### src/rtl/sampled_lru_stack_distance_monitor_macros.svh
// Assertion macros shared by the sampled LRU stack distance monitor RTL.
`ifndef SAMPLED_LRU_STACK_DISTANCE_MONITOR_MACROS_SVH
`define SAMPLED_LRU_STACK_DISTANCE_MONITOR_MACROS_SVH
// Same-cycle implication, checked on clk, disabled while rst_n is low.
`define SLSD_ASSERT_IMP(lbl, ante, cons, msg) \
  lbl: assert property (@(posedge clk) disable iff (!rst_n) (ante) |-> (cons)) \
    else $error(msg);
// Next-cycle implication, checked on clk, disabled while rst_n is low.
`define SLSD_ASSERT_NXT(lbl, ante, cons, msg) \
  lbl: assert property (@(posedge clk) disable iff (!rst_n) (ante) |=> (cons)) \
    else $error(msg);
`endif

### src/rtl/slsd_ram.sv
`timescale 1ns / 1ps
// Generic single-write, single-read synchronous RAM with registered read data.
module slsd_ram #(
  parameter int unsigned WIDTH = 8,
  parameter int unsigned DEPTH = 16,
  localparam int unsigned AW = (DEPTH > 1) ? $clog2(DEPTH) : 1
) (
  input  logic             clk,
  input  logic             wr_en,
  input  logic [AW-1:0]    wr_addr,
  input  logic [WIDTH-1:0] wr_data,
  input  logic             rd_en,
  input  logic [AW-1:0]    rd_addr,
  output logic [WIDTH-1:0] rd_data
);

  logic [WIDTH-1:0] mem_r [DEPTH];
  logic [WIDTH-1:0] rd_data_r;

  always_ff @(posedge clk) begin
    if (wr_en) begin
      mem_r[wr_addr] <= wr_data;
    end
    if (rd_en) begin
      rd_data_r <= mem_r[rd_addr];
    end
  end

  assign rd_data = rd_data_r;

endmodule

### config.mk
export PLATFORM = sky130hd
export DESIGN_NAME = slsd_ram
export DESIGN_NICKNAME = d
export VERILOG_FILES = /design/src/rtl/sampled_lru_stack_distance_monitor_macros.svh /design/src/rtl/slsd_ram.sv
export SDC_FILE = /design/constraint.sdc
export NUM_CORES = 1
export LEC_CHECK = 0
export ABC_AREA = 1
export BUFFER_PORTS_ARGS = -buffer_cell sky130_fd_sc_hd__buf_4
export CORE_MARGIN = 1
export CORE_UTILIZATION = 45
export DETAILED_ROUTE_END_ITERATION = 10
export MAX_ROUTING_LAYER = met4
export PLACE_DENSITY = 0.7
export SLEW_MARGIN = 10
export SYNTH_ARGS = -nofsm -noshare
export SYNTH_HDL_FRONTEND = slang
export SYNTH_SLANG_ARGS = --single-unit
### constraint.sdc
create_clock -name clk -period 2 [get_ports clk]
set_input_delay 0.1 -clock clk [delete_from_list [all_inputs] [get_ports clk]]
set_output_delay 0.1 -clock clk [all_outputs]
set_load 0.05 [all_outputs]
==> results_dict.tcl <==
set metrics [dict create \
    status "finished clean" \
    final_common_cell "nand2_1" \
    tns_ns 0 \
    vias_per_cell 5.07 \
    grt_pass1_wl_um 20100 \
    synth_cell_type_count 11 \
    hold_ws_ns 0.0453 \
    totalPowerFinal_w 0.00644 \
    finClkSkew_ns 0.00786 \
    insertedDiodeCount 0 \
    p_per_area_nw_per_um2 951 \
    syn-num-nets 570 \
    nets 610 \
    synthCells 551 \
    worstSkewPairLatency_ns 0.41 \
    drtIter0Drc 457 \
    final_area_um2 6770 \
    setup_viol 0 \
    hold_viol_final 0 \
    cts_tree "yes" \
    relSlewSlack_pct 54.1 \
    seq_area_frac_synth_pct 69.8 \
    p_leak_nw 2.90 \
    cts_made_buffers 17 \
    start_kind "input port" \
    final_cell_count_no_fill 775 \
    ys_ff_latch 136 \
    grt_pass1_vias 3997 \
    postSynthAreaPerCell_um2 10.6 \
    ir_drop_v 0.000481 \
    wl_per_cell_um 16.6 \
    cts-root-buf "clkbuf_16" \
    placementRows 41 \
    final_cell_mix "nand2_1 (173), edfxtp_1 (136), inv_1 (100)" \
    yosysTopAreaCell "edfxtp_1" \
    die-width_um 116 \
    cp.arrival_ns 1.41 \
    detail_route.drc_violations 0 \
    syn_to_final_growth_pct 15.8 \
    drt_wl_total_um 12900 \
    cts_sinks 136 \
    num_vias 3927 \
    antenna_found_initial 0 \
    worst_pin_slew_ns 0.686 \
    placedCellCount 743 \
    first_pass_iters 5 \
    critical_path.max_fanout 45 \
    netlist_area_um2 5850 \
    cap_violations 0 \
    gp_routability_congestion 0.890 \
    initial_core_util_pct 46.3 \
    hpwl_um 8190 \
    max_freq_mhz 802 \
    ys_warn_count 0 \
    placed_area_um2 6240 \
    die_h_um 116 \
    end_kind "flop" \
    finalCritPeriodShare_pct 62.3 \
    ioPinCount 27 \
    grt_max_degree 46 \
    rsz0062_at_grt "no" \
    drtAntennaViolNets 0 \
    path_class "input port to flop" \
    drive_above_1_share_pct 11.8 \
    floorplan.die_area_um2 13500 \
    track_usage_pct 21.6 \
    htreeDepth 4 \
    clkTransAtPathRegs_ns 0.05 \
    required_ns 2.16 \
    grt_overflow_total 0 \
    synth_top_area_share_pct 69.8 \
    min_period_ns 1.25 \
    coreArea_um2 12600 \
    drv_slew 0 \
    min_path_type "input port to flop" \
    synth_area_leaders "edfxtp_1 (70%), nand2_1 (11%), nand3_1 (8.3%)" \
    io_buffers 26 \
    ctsLongestPathBuffers 2 \
]
metal layers:
| layer | share of wire (%) | track usage, % |
|---|---|---|
| met5 | 0 | - |
| met4 | 2.2 | 10.0 |
| met3 | 6.8 | 4.34 |
| met2 | 49 | 34.9 |
| met1 | 42 | 26.3 |
report_power, final:
group          internal [W]  switching, W  total, W
Combinational      0.000129      0.000319  0.000448
Sequential          0.00321     0.0000198   0.00323
Clock               0.00167       0.00108   0.00276
cells by family (layout without fill, tap and decap cells):
family	count (synthesis)	count (layout)	share of synthesized area [%]
buffers and inverters	126	178	9.39
and+or+nand+nor	289	289	20.8
DFF	136	136	69.8
repair_timing:
action,4_1_cts,5_1_grt
hold buffers,1,0
hold endpoints to repair,8,0
buffers inserted,0,0
resized for setup,0,0
state kept, by name, summed over array words and instances (netlist names):
register	flops
mem_r	128
rd_data	8
worst paths after layout:
kind / startpoint / endpoint / slack (ns) / cells past startpoint
min reg2reg: mem_r[2][3]$_DFFE_PP_ / rd_data[3]$_DFFE_PP_ / 0.76 / 6
max: rd_addr[0] / rd_data[6]$_DFFE_PP_ / 0.75 / 7
max reg2reg: mem_r[13][6]$_DFFE_PP_ / rd_data[6]$_DFFE_PP_ / 0.79 / 6
min: wr_data[4] / mem_r[2][4]$_DFFE_PP_ / 0.05 / 1
Yosys cell counts:
cell type  instances
buf_2             13
nand3_1           97
buf_6              6
edfxtp_1         136
buf_1              1
nand3b_1           2
nand2_1          173
nor2_1            17
buf_4              4
inv_2              2
inv_1            100
critical path, stage by stage:
cell     delay, ns
buf_4         0.22
buf_4         0.46
nand2_1       0.12
nand3_1       0.11
nand3_1       0.14
nand3_1       0.17
nand2_1       0.07
metrics by stage:
step	setup WS [ns]	util [%]
after floorplan	0.949	-
after global placement	0.412	49.4
after global routing	0.683	53.6
after detailed placement	0.379	49.4
final	0.753	53.6
after CTS	0.813	53.6
layout make-up:
| type | instances | area (um^2) |
|---|---|---|
| inverters | 102 | 383 |
| repair buffers | 45 | 353 |
| multi-input cells | 289 | 1210 |
| clock inverters | 11 | 83.8 |
| clock buffers | 20 | 437 |
| flip-flops and latches | 136 | 4080 |
| fillers | 1127 | 5850 |
| well taps | 172 | 215 |
Note: power is estimated with default switching activity, not from simulation.
