--- src/rtl/sampled_lru_stack_distance_monitor_macros.svh ---
// Assertion macros shared by the sampled LRU stack distance monitor RTL.
`ifndef SAMPLED_LRU_STACK_DISTANCE_MONITOR_MACROS_SVH
`define SAMPLED_LRU_STACK_DISTANCE_MONITOR_MACROS_SVH
// Same-cycle implication, checked on clk, disabled while rst_n is low.
`define SLSD_ASSERT_IMP(lbl, ante, cons, msg) \
  lbl: assert property (@(posedge clk) disable iff (!rst_n) (ante) |-> (cons)) \
    else $error(msg);
// Next-cycle implication, checked on clk, disabled while rst_n is low.
`define SLSD_ASSERT_NXT(lbl, ante, cons, msg) \
  lbl: assert property (@(posedge clk) disable iff (!rst_n) (ante) |=> (cons)) \
    else $error(msg);
`endif

--- src/rtl/slsd_pkg.sv ---
`timescale 1ns / 1ps
// Shared types and constants for the sampled LRU stack distance monitor.
package slsd_pkg;

  localparam int unsigned TAG_W = 48;
  localparam int unsigned CNT_W = 48;
  localparam logic [CNT_W-1:0] CNT_MAX = {CNT_W{1'b1}};

  localparam logic KIND_ACCESS = 1'b0;
  localparam logic KIND_CURVE  = 1'b1;

  typedef enum logic [1:0] {
    OP_ACCESS     = 2'd0,
    OP_READ_CURVE = 2'd1,
    OP_CLEAR      = 2'd2
  } op_t;

  typedef enum logic [2:0] {
    ST_INIT,
    ST_IDLE,
    ST_LOOKUP,
    ST_HUPD,
    ST_EMIT,
    ST_CSUM,
    ST_CEMIT
  } state_t;

  typedef struct packed {
    logic [1:0]  operation;
    logic [47:0] line_addr;
    logic [31:0] sample_hash;
    logic [31:0] set_hash;
  } slsd_in_t;

  typedef struct packed {
    logic        kind;
    logic        sampled;
    logic        hit;
    logic [3:0]  stack_position;
    logic [4:0]  curve_index;
    logic [47:0] curve_value;
    logic        last;
  } slsd_out_t;

endpackage

--- src/rtl/slsd_set_lru.sv ---
`timescale 1ns / 1ps
// Tag compare, stack position search and LRU row update for one shadow set.
module slsd_set_lru
  import slsd_pkg::*;
#(
  parameter int unsigned WAYS = 16,
  localparam int unsigned PW = $clog2(WAYS),
  localparam int unsigned ROW_W = WAYS * (TAG_W + PW)
) (
  input  logic [ROW_W-1:0] row_in,
  input  logic [TAG_W-1:0] line_addr,
  output logic             hit,
  output logic [PW-1:0]    pos,
  output logic [WAYS-1:0]  vic,
  output logic [ROW_W-1:0] row_out
);

  localparam int unsigned RB = WAYS * TAG_W;

  logic [TAG_W-1:0] tag [WAYS];
  logic [PW-1:0]    rank [WAYS];
  logic [WAYS-1:0]  match;
  logic [WAYS-1:0]  match_by_rank;

  always_comb begin
    for (int w = 0; w < WAYS; w++) begin
      tag[w]   = row_in[w*TAG_W +: TAG_W];
      rank[w]  = row_in[RB + w*PW +: PW];
      match[w] = (tag[w] == line_addr);
    end
  end

  always_comb begin
    match_by_rank = '0;
    for (int r = 0; r < WAYS; r++) begin
      for (int w = 0; w < WAYS; w++) begin
        if (match[w] && (rank[w] == PW'(r))) begin
          match_by_rank[r] = 1'b1;
        end
      end
    end
  end

  assign hit = |match;

  // nearest MRU match wins; a miss takes the LRU position
  always_comb begin
    pos = PW'(WAYS - 1);
    for (int r = WAYS - 1; r >= 0; r--) begin
      if (match_by_rank[r]) begin
        pos = PW'(r);
      end
    end
  end

  always_comb begin
    row_out = row_in;
    for (int w = 0; w < WAYS; w++) begin
      vic[w] = (rank[w] == pos);
      if (vic[w]) begin
        row_out[w*TAG_W +: TAG_W] = line_addr;
        row_out[RB + w*PW +: PW]  = '0;
      end else if (rank[w] < pos) begin
        row_out[RB + w*PW +: PW]  = rank[w] + PW'(1);
      end
    end
  end

endmodule
--- config.mk ---
export PLATFORM = sky130hd
export DESIGN_NAME = slsd_set_lru
export DESIGN_NICKNAME = d
export VERILOG_FILES = /design/src/rtl/sampled_lru_stack_distance_monitor_macros.svh /design/src/rtl/slsd_pkg.sv /design/src/rtl/slsd_set_lru.sv
export SDC_FILE = /design/constraint.sdc
export NUM_CORES = 2
export LEC_CHECK = 0
export BUFFER_PORTS_ARGS = -buffer_cell sky130_fd_sc_hd__buf_4
export CORE_AREA = 2 2 670 672
export DETAILED_ROUTE_END_ITERATION = 16
export DIE_AREA = 0 0 672 674
export PLACE_DENSITY_LB_ADDON = 0.3
export SYNTH_ARGS = -nofsm -noshare
export SYNTH_HDL_FRONTEND = slang
export SYNTH_SLANG_ARGS = --single-unit
--- constraint.sdc ---
create_clock -name vclk -period 11.97
set_input_delay 1.197 -clock vclk [all_inputs]
set_output_delay 1.197 -clock vclk [all_outputs]
set_load 0.005 [all_outputs]
==> run metrics <==
status=finished clean; dominant cell type by area after synthesis=nand2_1; synthesized net count=5482; number of global-route vias before repair=~40000; DP HPWL=513000 um; Routability Congestion=roughly 0.95; row cnt=246; gr usage total=24.7%; met2 usage=42.7%; Finished Layout Cells=between 10000 and 15000; port bufs=1733; critical path class=in2out; wire length per cell=roughly 49 um; Die Y=just under 700 um; max incr delay on CP=1130 ps; register area=0 sq um; Synth Cell Area=24900 sq um; layout cells sized above 1=33.2%; clkbuf count=0; WHS Path Cells=4; Placeable Area=447000 sq um; routing usage on met1=29.2%; unrepaired setup endpoints after global routing=false; FF+latch count=0; Post-CTS Setup Bufs=0; fillers=52800; final setup fails=0; Slew HR=9.05%; Cell Count Post-Placement=12000; Initial Utilization=5.57%; post-route ant nets=0; via count=42100; DRT iter0 DRCs=4593; M3 GR Usage=7.85%; syn avg cell area=5.56 sq um; first-pass GRT wire length=678000 um; Hold Buf Count CTS=0; MaxCap Viol Count=0; most used routing layer=met2; Die X=672 um; Final Cycle Share=about 90%; Layout area overhead=81.0%; Hold/Removal Path Class=in2out; worst-path cell chain=buf_4 > buf_4 > xor2_1 > nor4_1 > nand4_1 > nor3_2 > nand2_1 > nor2_1 > a22o_1 > a2111oi_0 > and4_1 > nand2_1 > nor2_1 > a21o_1 > ha_1 > nand4_1 > clkinv_2 > buf_4 > nand2_1 > nand2_1 > buf_4; die area=around 450000 sq um; post-CTS sizing=0; gr ovfl total=0; Synth area leaders=nand2_1 36%, xor2_1 28%, ha_1 6.4%, nor4_1 5.4%, clkbuf_1 3.1%; final WL=586000 um; HP Start=row_in[484]; Final min period=11080 ps; vias per cell=3.50; Max Slew Vio Count=0; Startpoint Class=input port; Worst Hold End=row_out[484]; CP max FO=28; share of the synthesized area in the top cell type=35.5%; Setup crit end kind=output pin; initial antenna violation count=291; worst slew pin tran=1350 ps; TNS Setup=0 ps; Fmax achieved=0.0902 GHz; Final Hold Viols=0; Netlist cell types=83; largest net degree at the start of global routing=54; Yosys warning count=0; IO Pins=~1700; drt pass-1 iters=6; sequential area share after synthesis=0%; DRC Markers=0; NumNets Final=slightly above 7000; Worst EP arrival=a little under 10000 ps; Slowest-stage cell, CP=nor4_1; Syn Inst Count=4474; CP required=10770 ps
critical path, delay by kind of cell:
family,cells,cell delay [ps]
AND/OR/NAND/NOR,11,3980
XOR/XNOR,1,170
AO/OA/AOI/OAI,3,950
adder cells (fa/ha/maj),1,520
buffers and inverters,5,2770
layout by cell type (no fill, tap or decap), types with 10 or more instances in the layout:
| cell | n |
|---|---|
| a21oi_1 | 21 |
| a222oi_1 | 15 |
| inv_1 | 56 |
| xnor2_1 | 18 |
| xor2_1 | 797 |
| mux2i_1 | 16 |
| nor4_1 | 203 |
| buf_4 | 1911 |
| nand2_1 | 2353 |
| nand3_1 | 34 |
| nor3_1 | 11 |
| nand4_1 | 92 |
| a22oi_1 | 15 |
| buf_12 | 13 |
| nor2b_1 | 21 |
| o21ai_0 | 20 |
| nor2_1 | 91 |
| nor4_2 | 13 |
| and3_1 | 11 |
| nand2b_1 | 23 |
| diode_2 | 63 |
| inv_2 | 14 |
| nor3_2 | 10 |
| ha_1 | 128 |
layout make-up:
type                       count  area [sq um]  share of cell area [%]
multi-input combinational   4029         22500                    50.0
timing repair buffer        1925         14600                    32.5
tap                         5952          7450                    16.5
inverter                      73           278                   0.617
antenna                       63           158                   0.350
Yosys cell counts, types with 5 or more instances:
library cell / n
nor3b_1: 5
buf_6: 65
nand4_2: 5
nor4_1: 214
xnor2_1: 18
buf_4: 33
inv_2: 17
nor2b_1: 21
and3_1: 11
buf_1: 19
nand4b_1: 5
inv_1: 56
buf_2: 43
o21ai_0: 20
and4_1: 5
xor2_1: 798
clkbuf_1: 205
a32oi_1: 6
and3b_1: 9
a21oi_1: 21
nor3_1: 12
nand2_1: 2353
nor3_2: 11
mux2i_1: 16
nor2_1: 91
a22oi_1: 15
a22o_1: 7
a222oi_1: 15
nand4_1: 92
a221oi_1: 7
o22ai_1: 9
nand3_1: 34
nand2b_1: 23
buf_12: 5
ha_1: 128
per-stage QoR:
step / worst slack [ps] / hold slack (ps) / utilization (%) / cell area, sq um
6_report: 887 / 2680 / 10.1 / 45000
5_1_grt: 1090 / 2690 / 10.1 / 44900
4_1_cts: 873 / 2680 / 10.0 / 44900
3_5_place_dp: 878 / 2670 / 10.0 / 44900
3_3_place_gp: 225 / 2680 / 10.0 / 44800
2_1_floorplan: 5400 / 2480 / - / 24900
cell families (layout without fill, tap and decap cells):
family | after synthesis | in the layout | share of synthesized area, %
xor+xnor | 816 | 816 | 28.7
fa+ha+maj | 128 | 128 | 6.44
compound gates | 142 | 142 | 4.40
mux | 16 | 16 | 0.644
buf+inv | 445 | 1998 | 9.81
simple gates | 2927 | 2927 | 50.0
other cells | 0 | 63 | 0
metal layers:
metal,routed length [um],vias to the layer above
met2,279000,2637
met5,982,-
met1,235000,21200
met3,49200,732
met4,21700,112
li1,-,17400
how the worst max path moves through the flow:
stage | startpoint | end | slack (ps) | cells after the start
CTS | line_addr[44] | row_out[284] | 870 | 20
global route | line_addr[44] | row_out[284] | 1090 | 20
floorplan | line_addr[44] | row_out[799] | 5400 | 21
finish | line_addr[44] | row_out[131] | 890 | 21
detailed placement | line_addr[44] | row_out[284] | 880 | 20
global placement | line_addr[11] | row_out[284] | 230 | 21
